===== src/design/crtc_pkg.sv =====
// Shared constants, types and the reset table for the CRTC port register file.
package crtc_pkg;

  localparam int unsigned CRTC_REG_COUNT_DEF = 18;

  // Request codes
  localparam logic [1:0] REQ_READ  = 2'd0;
  localparam logic [1:0] REQ_WRITE = 2'd1;
  localparam logic [1:0] REQ_TIME  = 2'd2;

  // Port offsets within the window
  localparam logic [3:0] PORT_IDX0    = 4'd0;
  localparam logic [3:0] PORT_DAT0    = 4'd1;
  localparam logic [3:0] PORT_IDX1    = 4'd2;
  localparam logic [3:0] PORT_DAT1    = 4'd3;
  localparam logic [3:0] PORT_IDX2    = 4'd4;
  localparam logic [3:0] PORT_DAT2    = 4'd5;
  localparam logic [3:0] PORT_MODE    = 4'd8;
  localparam logic [3:0] PORT_COLOR   = 4'd9;
  localparam logic [3:0] PORT_STATUS  = 4'd10;
  localparam logic [3:0] PORT_PEN_CLR = 4'd11;
  localparam logic [3:0] PORT_PEN_SET = 4'd12;

  // Status bits
  localparam int unsigned ST_DISP_BIT  = 0;
  localparam int unsigned ST_VSYNC_BIT = 3;
  localparam int unsigned ST_PEN_BIT   = 4;

  localparam logic [7:0] MODE_RESET  = 8'h28;
  localparam logic [7:0] COLOR_RESET = 8'h30;
  localparam logic [7:0] OPEN_BUS    = 8'hFF;

  // Frame timing
  localparam int unsigned NOW_W           = 40;
  localparam int unsigned FRAME_US        = 16672;
  localparam int unsigned FRAME_LINES     = 262;
  localparam int unsigned VISIBLE_LINES   = 200;
  localparam int unsigned VBLANK_LINE     = 250;
  localparam int unsigned LINE_VISIBLE_US = 57;

  // FRAME_US = 32 * 521: strip the power of two, reduce by the odd part
  localparam int unsigned FRAME_SHIFT = 5;
  localparam int unsigned FRAME_ODD   = FRAME_US / 32;
  localparam int unsigned FOLD_C2     = (1 << 18) % FRAME_ODD;
  localparam int unsigned FOLD_C3     = (1 << 27) % FRAME_ODD;

  localparam int unsigned ODD_SHIFT = 30;
  localparam longint unsigned ODD_RECIP =
      ((64'd1 << ODD_SHIFT) + 64'(FRAME_ODD) - 64'd1) / 64'(FRAME_ODD);

  localparam int unsigned LINE_SHIFT = 28;
  localparam longint unsigned LINE_RECIP =
      ((64'(FRAME_LINES) << LINE_SHIFT) + 64'(FRAME_US) - 64'd1) / 64'(FRAME_US);

  // Frame time at which line VISIBLE_LINES / VBLANK_LINE begins
  localparam int unsigned VIS_T = (VISIBLE_LINES * FRAME_US + FRAME_LINES - 1) / FRAME_LINES;
  localparam int unsigned VB_T  = (VBLANK_LINE * FRAME_US + FRAME_LINES - 1) / FRAME_LINES;

  typedef struct packed {
    logic [1:0] req;
    logic [3:0] off;
    logic [7:0] data;
  } crtc_req_t;

  typedef struct packed {
    crtc_req_t rq;
    logic      disp;
    logic      vsync;
  } crtc_exec_t;

  // 80x25 text mode CRTC values
  function automatic logic [7:0] crtc_reset_val(input int unsigned i);
    logic [7:0] v;
    case (i)
      0:       v = 8'h71;
      1:       v = 8'h50;
      2:       v = 8'h5A;
      3:       v = 8'h0A;
      4:       v = 8'h1F;
      5:       v = 8'h06;
      6:       v = 8'h19;
      7:       v = 8'h1C;
      8:       v = 8'h02;
      9:       v = 8'h07;
      10:      v = 8'h06;
      11:      v = 8'h07;
      default: v = 8'h00;
    endcase
    return v;
  endfunction

endpackage


===== src/design/crtc_raster_pipe.sv =====
// Request pipeline: frame-position reduction of the time stamp, carried alongside each request.
module crtc_raster_pipe (
  input  logic                       clk,
  input  logic                       rst_n,
  input  logic                       in_valid,
  output logic                       in_ready,
  input  crtc_pkg::crtc_req_t        in_rq,
  input  logic [crtc_pkg::NOW_W-1:0] in_now,
  input  logic                       adv,
  output logic                       ex_valid,
  output crtc_pkg::crtc_exec_t       ex
);

  localparam int unsigned X_W    = crtc_pkg::NOW_W - crtc_pkg::FRAME_SHIFT;
  localparam int unsigned S_W    = 20;
  localparam int unsigned Y_W    = 19;
  localparam int unsigned Q_W    = 9;
  localparam int unsigned R_W    = 10;
  localparam int unsigned T_W    = R_W + crtc_pkg::FRAME_SHIFT;
  localparam int unsigned LINE_W = 9;
  localparam int unsigned P1_W   = 40;
  localparam int unsigned P2_W   = 38;
  localparam int unsigned CMP_W  = 24;

  // stage 1: input register
  logic                          s1_v_r;
  crtc_pkg::crtc_req_t           s1_rq_r;
  logic [crtc_pkg::NOW_W-1:0]    s1_now_r;
  // stage 2: first fold
  logic                          s2_v_r;
  crtc_pkg::crtc_req_t           s2_rq_r;
  logic [S_W-1:0]                s2_sum_r;
  logic [crtc_pkg::FRAME_SHIFT-1:0] s2_lo_r;
  // stage 3: second fold
  logic                          s3_v_r;
  crtc_pkg::crtc_req_t           s3_rq_r;
  logic [Y_W-1:0]                s3_y_r;
  logic [crtc_pkg::FRAME_SHIFT-1:0] s3_lo_r;
  // stage 4: quotient
  logic                          s4_v_r;
  crtc_pkg::crtc_req_t           s4_rq_r;
  logic [Y_W-1:0]                s4_y_r;
  logic [Q_W-1:0]                s4_q_r;
  logic [crtc_pkg::FRAME_SHIFT-1:0] s4_lo_r;
  // stage 5: time within frame
  logic                          s5_v_r;
  crtc_pkg::crtc_req_t           s5_rq_r;
  logic [T_W-1:0]                s5_t_r;
  // stage 6: line number and threshold flags
  logic                          s6_v_r;
  crtc_pkg::crtc_req_t           s6_rq_r;
  logic [T_W-1:0]                s6_t_r;
  logic [LINE_W-1:0]             s6_line_r;
  logic                          s6_ge_vis_r;
  logic                          s6_ge_vb_r;

  logic en1, en2, en3, en4, en5, en6;

  logic [X_W-1:0]   x;
  logic [S_W-1:0]   sum_nxt;
  logic [Y_W-1:0]   y_nxt;
  logic [P1_W-1:0]  qprod;
  logic [Y_W-1:0]   rem_full;
  logic [T_W-1:0]   t_nxt;
  logic [P2_W-1:0]  lprod;
  logic [CMP_W-1:0] line_start;
  logic [CMP_W-1:0] t_scaled;
  logic             t_past_min;

  // a stage advances when the one after it is empty or advancing
  assign en6      = !s6_v_r || adv;
  assign en5      = !s5_v_r || en6;
  assign en4      = !s4_v_r || en5;
  assign en3      = !s3_v_r || en4;
  assign en2      = !s2_v_r || en3;
  assign en1      = !s1_v_r || en2;
  assign in_ready = en1;

  // fold the 35-bit word in 9-bit digits using 2^k mod FRAME_ODD
  assign x = s1_now_r[crtc_pkg::NOW_W-1:crtc_pkg::FRAME_SHIFT];
  assign sum_nxt = S_W'(x[8:0])
                 + S_W'({x[17:9], 9'd0})
                 + S_W'(x[26:18]) * S_W'(crtc_pkg::FOLD_C2)
                 + S_W'(x[X_W-1:27]) * S_W'(crtc_pkg::FOLD_C3);

  assign y_nxt = Y_W'(s2_sum_r[8:0])
               + Y_W'({s2_sum_r[17:9], 9'd0})
               + Y_W'(s2_sum_r[S_W-1:18]) * Y_W'(crtc_pkg::FOLD_C2);

  assign qprod = P1_W'(s3_y_r) * P1_W'(crtc_pkg::ODD_RECIP);

  assign rem_full = s4_y_r - Y_W'(s4_q_r) * Y_W'(crtc_pkg::FRAME_ODD);
  assign t_nxt    = {rem_full[R_W-1:0], s4_lo_r};

  assign lprod = P2_W'(s5_t_r) * P2_W'(crtc_pkg::LINE_RECIP);

  // past the visible part of the line: line*FRAME_US < (t - 56) * FRAME_LINES
  assign t_past_min = s6_t_r >= T_W'(crtc_pkg::LINE_VISIBLE_US - 1);
  assign line_start = CMP_W'(s6_line_r) * CMP_W'(crtc_pkg::FRAME_US);
  assign t_scaled   = CMP_W'(s6_t_r - T_W'(crtc_pkg::LINE_VISIBLE_US - 1))
                    * CMP_W'(crtc_pkg::FRAME_LINES);

  assign ex_valid = s6_v_r;
  assign ex.rq    = s6_rq_r;
  assign ex.disp  = s6_ge_vis_r || (t_past_min && (line_start < t_scaled));
  assign ex.vsync = s6_ge_vb_r;

  always_ff @(posedge clk) begin
    if (!rst_n) begin
      s1_v_r <= 1'b0;
      s2_v_r <= 1'b0;
      s3_v_r <= 1'b0;
      s4_v_r <= 1'b0;
      s5_v_r <= 1'b0;
      s6_v_r <= 1'b0;
    end else begin
      if (en1) s1_v_r <= in_valid;
      if (en2) s2_v_r <= s1_v_r;
      if (en3) s3_v_r <= s2_v_r;
      if (en4) s4_v_r <= s3_v_r;
      if (en5) s5_v_r <= s4_v_r;
      if (en6) s6_v_r <= s5_v_r;
    end
  end

  always_ff @(posedge clk) begin
    if (en1) begin
      s1_rq_r  <= in_rq;
      s1_now_r <= in_now;
    end
    if (en2) begin
      s2_rq_r  <= s1_rq_r;
      s2_sum_r <= sum_nxt;
      s2_lo_r  <= s1_now_r[crtc_pkg::FRAME_SHIFT-1:0];
    end
    if (en3) begin
      s3_rq_r <= s2_rq_r;
      s3_y_r  <= y_nxt;
      s3_lo_r <= s2_lo_r;
    end
    if (en4) begin
      s4_rq_r <= s3_rq_r;
      s4_y_r  <= s3_y_r;
      s4_q_r  <= qprod[crtc_pkg::ODD_SHIFT +: Q_W];
      s4_lo_r <= s3_lo_r;
    end
    if (en5) begin
      s5_rq_r <= s4_rq_r;
      s5_t_r  <= t_nxt;
    end
    if (en6) begin
      s6_rq_r     <= s5_rq_r;
      s6_t_r      <= s5_t_r;
      s6_line_r   <= lprod[crtc_pkg::LINE_SHIFT +: LINE_W];
      s6_ge_vis_r <= s5_t_r >= T_W'(crtc_pkg::VIS_T);
      s6_ge_vb_r  <= s5_t_r >= T_W'(crtc_pkg::VB_T);
    end
  end

endmodule


===== src/design/crtc_regfile.sv =====
// CRTC index, register file, mode/color latches and status byte; executes one request per fire.
module crtc_regfile #(
  parameter int unsigned CRTC_REG_COUNT = crtc_pkg::CRTC_REG_COUNT_DEF
) (
  input  logic                 clk,
  input  logic                 rst_n,
  input  logic                 fire,
  input  crtc_pkg::crtc_exec_t ex,
  output logic [7:0]           rd_data
);

  localparam int unsigned IDX_W = $clog2(CRTC_REG_COUNT);

  logic [4:0] index_r;
  logic [7:0] regs_r [CRTC_REG_COUNT];
  logic [7:0] mode_r;
  logic [7:0] color_r;
  logic [7:0] status_r;
  logic [7:0] status_nxt;
  logic       idx_ok;
  logic       is_read;
  logic       is_write;

  assign idx_ok   = {1'b0, index_r} < 6'(CRTC_REG_COUNT);
  assign is_read  = ex.rq.req == crtc_pkg::REQ_READ;
  assign is_write = ex.rq.req == crtc_pkg::REQ_WRITE;

  always_comb begin
    rd_data = 8'h00;
    if (is_read) begin
      unique case (ex.rq.off) inside
        crtc_pkg::PORT_IDX0, crtc_pkg::PORT_IDX1, crtc_pkg::PORT_IDX2: begin
          rd_data = {3'b000, index_r};
        end
        crtc_pkg::PORT_DAT0, crtc_pkg::PORT_DAT1, crtc_pkg::PORT_DAT2: begin
          rd_data = idx_ok ? regs_r[index_r[IDX_W-1:0]] : crtc_pkg::OPEN_BUS;
        end
        crtc_pkg::PORT_STATUS: begin
          rd_data = status_r;
        end
        default: begin
          rd_data = crtc_pkg::OPEN_BUS;
        end
      endcase
    end
  end

  always_comb begin
    status_nxt = status_r;
    if (ex.rq.req == crtc_pkg::REQ_TIME) begin
      status_nxt = 8'h00;
      status_nxt[crtc_pkg::ST_DISP_BIT]  = ex.disp;
      status_nxt[crtc_pkg::ST_VSYNC_BIT] = ex.vsync;
      status_nxt[crtc_pkg::ST_PEN_BIT]   = status_r[crtc_pkg::ST_PEN_BIT];
    end else if (is_write && ex.rq.off == crtc_pkg::PORT_PEN_CLR) begin
      status_nxt[crtc_pkg::ST_PEN_BIT] = 1'b0;
    end else if (is_write && ex.rq.off == crtc_pkg::PORT_PEN_SET) begin
      status_nxt[crtc_pkg::ST_PEN_BIT] = 1'b1;
    end
  end

  always_ff @(posedge clk) begin
    if (!rst_n) begin
      index_r  <= 5'd0;
      mode_r   <= crtc_pkg::MODE_RESET;
      color_r  <= crtc_pkg::COLOR_RESET;
      status_r <= 8'h00;
      for (int i = 0; i < CRTC_REG_COUNT; i++) begin
        regs_r[i] <= crtc_pkg::crtc_reset_val(i);
      end
    end else if (fire) begin
      status_r <= status_nxt;
      if (is_write) begin
        unique case (ex.rq.off) inside
          crtc_pkg::PORT_IDX0, crtc_pkg::PORT_IDX1, crtc_pkg::PORT_IDX2: begin
            index_r <= ex.rq.data[4:0];
          end
          crtc_pkg::PORT_DAT0, crtc_pkg::PORT_DAT1, crtc_pkg::PORT_DAT2: begin
            if (idx_ok) regs_r[index_r[IDX_W-1:0]] <= ex.rq.data;
          end
          crtc_pkg::PORT_MODE: begin
            mode_r <= ex.rq.data;
          end
          crtc_pkg::PORT_COLOR: begin
            color_r <= ex.rq.data;
          end
          default: begin
          end
        endcase
      end
    end
  end

endmodule


===== src/design/crtc_port_register_file.sv =====
// Top level of the color text adapter CRTC port register file.
//
//   channel | signals                                          | direction
//   --------+--------------------------------------------------+----------
//   request | in_valid/in_ready, in_req_type, in_port_offset,  | in
//           | in_write_data, in_now_us                         |
//   result  | out_valid/out_ready, out_read_data               | out
//
// One request per cycle is accepted unless the pipeline is full behind a stalled result;
// each request passes through the input register, five stages that reduce the 40-bit
// time stamp to a frame position, and the result register.
// Every request walks the same pipeline, so register state changes in request order.
// Reset is synchronous; the register file comes back with its 80x25 text values at once.
// A stalled result only holds the pipeline once every stage behind it is full.
module crtc_port_register_file #(
  parameter int unsigned CRTC_REG_COUNT = crtc_pkg::CRTC_REG_COUNT_DEF
) (
  input  logic        clk,
  input  logic        rst_n,
  input  logic        in_valid,
  output logic        in_ready,
  input  logic [1:0]  in_req_type,
  input  logic [3:0]  in_port_offset,
  input  logic [7:0]  in_write_data,
  input  logic [39:0] in_now_us,
  output logic        out_valid,
  input  logic        out_ready,
  output logic [7:0]  out_read_data
);

  crtc_pkg::crtc_req_t  in_rq;
  crtc_pkg::crtc_exec_t ex;
  logic                 ex_valid;
  logic                 adv;
  logic                 fire;
  logic [7:0]           rd_data;
  logic                 out_valid_r;
  logic [7:0]           out_data_r;

  assign in_rq.req  = in_req_type;
  assign in_rq.off  = in_port_offset;
  assign in_rq.data = in_write_data;

  assign adv  = !out_valid_r || out_ready;
  assign fire = ex_valid && adv;

  crtc_raster_pipe u_pipe (
    .clk      (clk),
    .rst_n    (rst_n),
    .in_valid (in_valid),
    .in_ready (in_ready),
    .in_rq    (in_rq),
    .in_now   (in_now_us),
    .adv      (adv),
    .ex_valid (ex_valid),
    .ex       (ex)
  );

  crtc_regfile #(
    .CRTC_REG_COUNT (CRTC_REG_COUNT)
  ) u_regs (
    .clk     (clk),
    .rst_n   (rst_n),
    .fire    (fire),
    .ex      (ex),
    .rd_data (rd_data)
  );

  always_ff @(posedge clk) begin
    if (!rst_n) begin
      out_valid_r <= 1'b0;
    end else if (adv) begin
      out_valid_r <= ex_valid;
    end
  end

  always_ff @(posedge clk) begin
    if (fire) out_data_r <= rd_data;
  end

  assign out_valid     = out_valid_r;
  assign out_read_data = out_data_r;

  // back-pressure only comes from a stalled result
  a_ready_only_on_stall: assert property (@(posedge clk) disable iff (!rst_n)
    !in_ready |-> (out_valid && !out_ready))
    else $error("request stalled without a stalled result");

  a_nonread_zero: assert property (@(posedge clk) disable iff (!rst_n)
    (fire && ex.rq.req != crtc_pkg::REQ_READ) |=> (out_valid && out_read_data == 8'h00))
    else $error("non-read request returned nonzero data");

  a_status_unused_bits: assert property (@(posedge clk) disable iff (!rst_n)
    (fire && ex.rq.req == crtc_pkg::REQ_READ && ex.rq.off == crtc_pkg::PORT_STATUS)
    |=> (out_read_data[7:5] == 3'b000 && out_read_data[2:1] == 2'b00))
    else $error("status read shows undefined bits");

endmodule

===== config.mk =====
export PLATFORM = sky130hd
export DESIGN_NAME = crtc_port_register_file
export DESIGN_NICKNAME = d
export VERILOG_FILES = /design/src/design/crtc_pkg.sv /design/src/design/crtc_raster_pipe.sv /design/src/design/crtc_regfile.sv /design/src/design/crtc_port_register_file.sv
export SDC_FILE = /design/constraint.sdc
export NUM_CORES = 2
export LEC_CHECK = 0
export BUFFER_PORTS_ARGS = -buffer_cell sky130_fd_sc_hd__clkbuf_2
export CAP_MARGIN = 20
export CORE_AREA = 10 10 267 269
export CTS_CLUSTER_DIAMETER = 30
export DETAILED_ROUTE_END_ITERATION = 6
export DIE_AREA = 0 0 277 279
export HOLD_SLACK_MARGIN = 0.03
export PLACE_DENSITY = 0.72
export SLEW_MARGIN = 10
export SYNTH_ARGS = -nofsm -noshare
export SYNTH_HDL_FRONTEND = slang
export SYNTH_SLANG_ARGS = --single-unit

===== constraint.sdc =====
create_clock -name clk -period 8.3 [get_ports clk]
set_clock_uncertainty 0.05 [all_clocks]
set_input_delay 2.49 -clock clk [delete_from_list [all_inputs] [get_ports clk]]
set_output_delay 2.49 -clock clk [all_outputs]
set_load 0.005 [all_outputs]

==> summary.md <==
| Metric | Value |
|---|---|
| Status | `finished clean` |
| Crit share post-route | `approximately 80%` |
| Fmax | `roughly 0.15 GHz` |
| DRC Markers | `0` |
| Synth Cell Area | `0.0365 mm²` |
| # port buffers | `67` |
| Worst reg2reg startpoint | `u_pipe.s3_y_r[16]` |
| Worst endpoint required time | `around 8.6 ns` |
| Ys flop type | `edfxtp_1` |
| Worst setup SP type | `flop` |
| Clock Tree Buf Depth | `3` |
| Critical path peak fanout | `8` |
| Via count | `around 22000` |
| Total negative slack | `0 ns` |
| Top cells by area, synth | `edfxtp_1 41%, ha_1 17%, fa_1 16%, inv_1 5.5%, mux4_2 4.9%` |
| Ratio of cells with drive above 1 in the final layout | `a little under an eighth` |
| R2R Path End | `u_pipe.s4_q_r[8]` |
| Synth Warn # | `0` |
| FF+latch count, synth | `between 500 and 600` |
| Post-CTS Setup Inserts | `0` |
| Crit path DAT | `roughly 7.0 ns` |
| Largest delay contributor family on the critical path | `adder cells` |
| Gr ovfl total | `0` |
| Die H | `approximately 280 µm` |
| Nature of the critical path endpoint | `flop` |
| Clock root buffer | `clkbuf_16` |
| DRT antenna net count | `0` |
| Library cells used by synthesis | `roughly 70` |
| Initial Utilization | `between 50% and 60%` |
| Layout area overhead | `14.7%` |
| Beginning of the critical path | `u_pipe.s3_y_r[16]` |
| Minimum clock period | `6.73 ns` |
| Critical path class | `flop to flop` |
| Fraction of registers with async set or reset after synthesis | `0%` |
| Via/cell ratio | `5.43` |
| Iteration-0 DRC Markers | `1560` |
| Syn_area_per_cell | `between 10 and 15 µm²` |
| CORE AREA | `around 0.066 mm²` |
| Number of cells on the critical path | `19` |
| WL/cell | `between 15 and 20 µm` |
| Sequential share of the synthesized area | `42.4%` |
| Clk slew on worst S/H paths | `roughly 0.050 ns` |
| Final Hold Fails | `0` |
| Finish-stage setup viols | `0` |
| Post-synth EDFFs | `around 500` |
| Biggest area consumer among synthesized cells | `edfxtp_1` |
| PostCTS Resize Cnt | `0` |
| Crit-path slowest cell | `fa_1` |
| CP peak stage delay | `~0.78 ns` |
| Max transition margin | `a little under a third` |
| Fin util | `approximately 64%` |
| Final net count | `just under 4000` |
| Largest net degree at the start of global routing | `65` |
| Row count | `94` |
| Flop2flop setup slack | `1.57 ns` |
| Chip Width | `about 280 µm` |
| CTS buffer count | `100` |
| Worst slew pin tran | `approximately 1.0 ns` |
| RD Place Congestion | `roughly 0.95` |
| Synth cell count leaders | `532 x inv_1, 502 x edfxtp_1, 499 x ha_1, 300 x fa_1, 163 x nor2_1` |
| Hold_buf cts | `0` |
| Clock sinks | `522` |
| Die area | `around 0.077 mm²` |
| Crit path cell chain | `fa_1 > inv_1 > fa_1 > inv_1 > fa_1 > inv_1 > fa_1 > inv_1 > fa_1 > fa_1 > ha_1 > a21oi_1 > o21ai_0 > a221oi_2 > o21ai_2 > or4_4 > a31o_4 > a211oi_2 > xnor2_1` |
| Unrepaired setup endpoints after global routing | `false` |
| Post-synth top area share | `~41%` |
| Worst Path Buf+Inv | `4` |
| Synth Instances | `roughly 2800` |
| Worst Reg-to-Reg Cells | `19` |
| Count leader, synth | `inv_1` |
| Final WL | `just under 80000 µm` |
| Pins Over Slew Limit | `0` |
| CP most frequent cell | `fa_1` |
| Vias in the first global route | `approximately 23000` |
| Hold Path Class | `flop to flop` |
| Number of placed I/O pins | `~70` |
| Max Cap Viol | `0` |
| Latest clock arrival within the worst-skew pair | `~0.67 ns` |
| CTS tree | `done` |
| HPWL Detailed | `around 60000 µm` |
| Setup crit end | `u_pipe.s4_q_r[8]` |
| H-tree levels | `3` |
| Ant. Diodes | `0` |
| First-pass GRT wire length | `~130000 µm` |
| TritonRoute pass-1 iters | `5` |
| All-Layer GR Usage | `roughly 21%` |
| Initial antenna violation count | `1` |
## layer usage
layer | track usage, % | part of all wire (%) | vias to the layer above
li1 | - | - | 10100
met1 | 26.6 | 42 | 10900
met2 | 34.7 | 49 | 650
met3 | 3.40 | 5.8 | 138
met4 | 6.80 | 2.7 | 0
met5 | 0 | 0 | -
## placed cells by master, fill, tap and decap left out, types with 15 or more instances in the layout
master / count
nand3_1: 33
clkinvlp_4: 21
xnor2_1: 67
a21oi_1: 87
o21ai_1: 26
conb_1: 112
nor3_1: 17
inv_1: 532
nor2_1: 163
dfxtp_1: 18
mux4_2: 80
xor2_1: 36
fa_1: 300
clkbuf_16: 100
nand4_1: 15
ha_1: 499
clkbuf_2: 67
o21ai_0: 27
a21o_1: 26
nor2b_1: 21
nand2_1: 115
bufinv_16: 15
edfxtp_1: 502
## layout make-up
cell class | instances | area (µm²)
timing repair buffer | 75 | 415
sequential | 522 | 15500
fill | 4857 | 23700
clock inverter | 82 | 1120
tap | 864 | 1080
clock buffer | 106 | 2520
inverter | 541 | 2030
multi-input combinational | 1809 | 19200
## registers in the layout (all words and copies together) (netlist names), 3 cells and up, named ones only
register	count
u_pipe.s3_lo_r	5
u_pipe.s2_rq_r	14
u_pipe.ex	14
u_regs.index_r	5
u_pipe.s5_rq_r	14
u_pipe.s3_y_r	19
u_regs.status_r	3
out_read_data	8
u_pipe.s2_lo_r	5
u_pipe.s6_line_r	9
u_pipe.s4_lo_r	5
u_pipe.s1_rq_r	14
u_pipe.s5_t_r	15
u_pipe.s1_now_r	40
u_pipe.s6_t_r	15
u_pipe.s4_rq_r	14
u_regs.regs_r	256
u_pipe.s4_y_r	10
u_pipe.s4_q_r	9
u_pipe.s2_sum_r	20
u_pipe.s3_rq_r	14
## worst register-to-register path: cells and delay by family (launching register included)
kind | cells | cell delay (ns)
AOI/OAI and AO/OA | 6 | 1.14
buffers and inverters | 4 | 0.37
DFF | 1 | 0.53
adders and majority gates | 7 | 3.76
xor gates and xnor gates | 1 | 0.10
and+or+nand+nor | 1 | 0.50
## through the flow
stage               hold slack [ns]  cell area, µm²  instances  worst slack, ns
floorplan                     0.350           36900       2919             1.40
global placement              0.350           38200       3810             1.72
detailed placement            0.355           38200       3811             1.62
CTS                           0.360           41900       3999             1.55
global route                  0.368           41900       3999             1.12
finish                        0.362           41900       3999             1.57
## cells by family after synthesis
kind of cell | count (synthesis) | synth area share [%]
AOI/OAI and AO/OA | 255 | 4.43
xor gates and xnor gates | 103 | 2.47
adders and majority gates | 799 | 33.6
buffers and inverters | 588 | 6.09
DFF | 522 | 42.4
muxes | 96 | 5.39
other | 1 | 0.0103
and+or+nand+nor | 444 | 5.65
## worst min path at each step
stage                             from  cells past startpoint  slack [ns]                 end
global route         u_pipe.s5_rq_r[3]                      0        0.37        u_pipe.ex[5]
finish               u_pipe.s2_lo_r[4]                      0        0.36   u_pipe.s3_lo_r[4]
CTS                 u_pipe.s1_rq_r[10]                      0        0.36  u_pipe.s2_rq_r[10]
floorplan            u_pipe.s5_rq_r[8]                      0        0.35       u_pipe.ex[10]
detailed placement   u_pipe.s1_rq_r[6]                      0        0.35   u_pipe.s2_rq_r[6]
global placement     u_pipe.s2_lo_r[1]                      0        0.35   u_pipe.s3_lo_r[1]
Power is not shown: default switching activity piles up to over one toggle a cycle in this logic, so the estimate is an artifact.
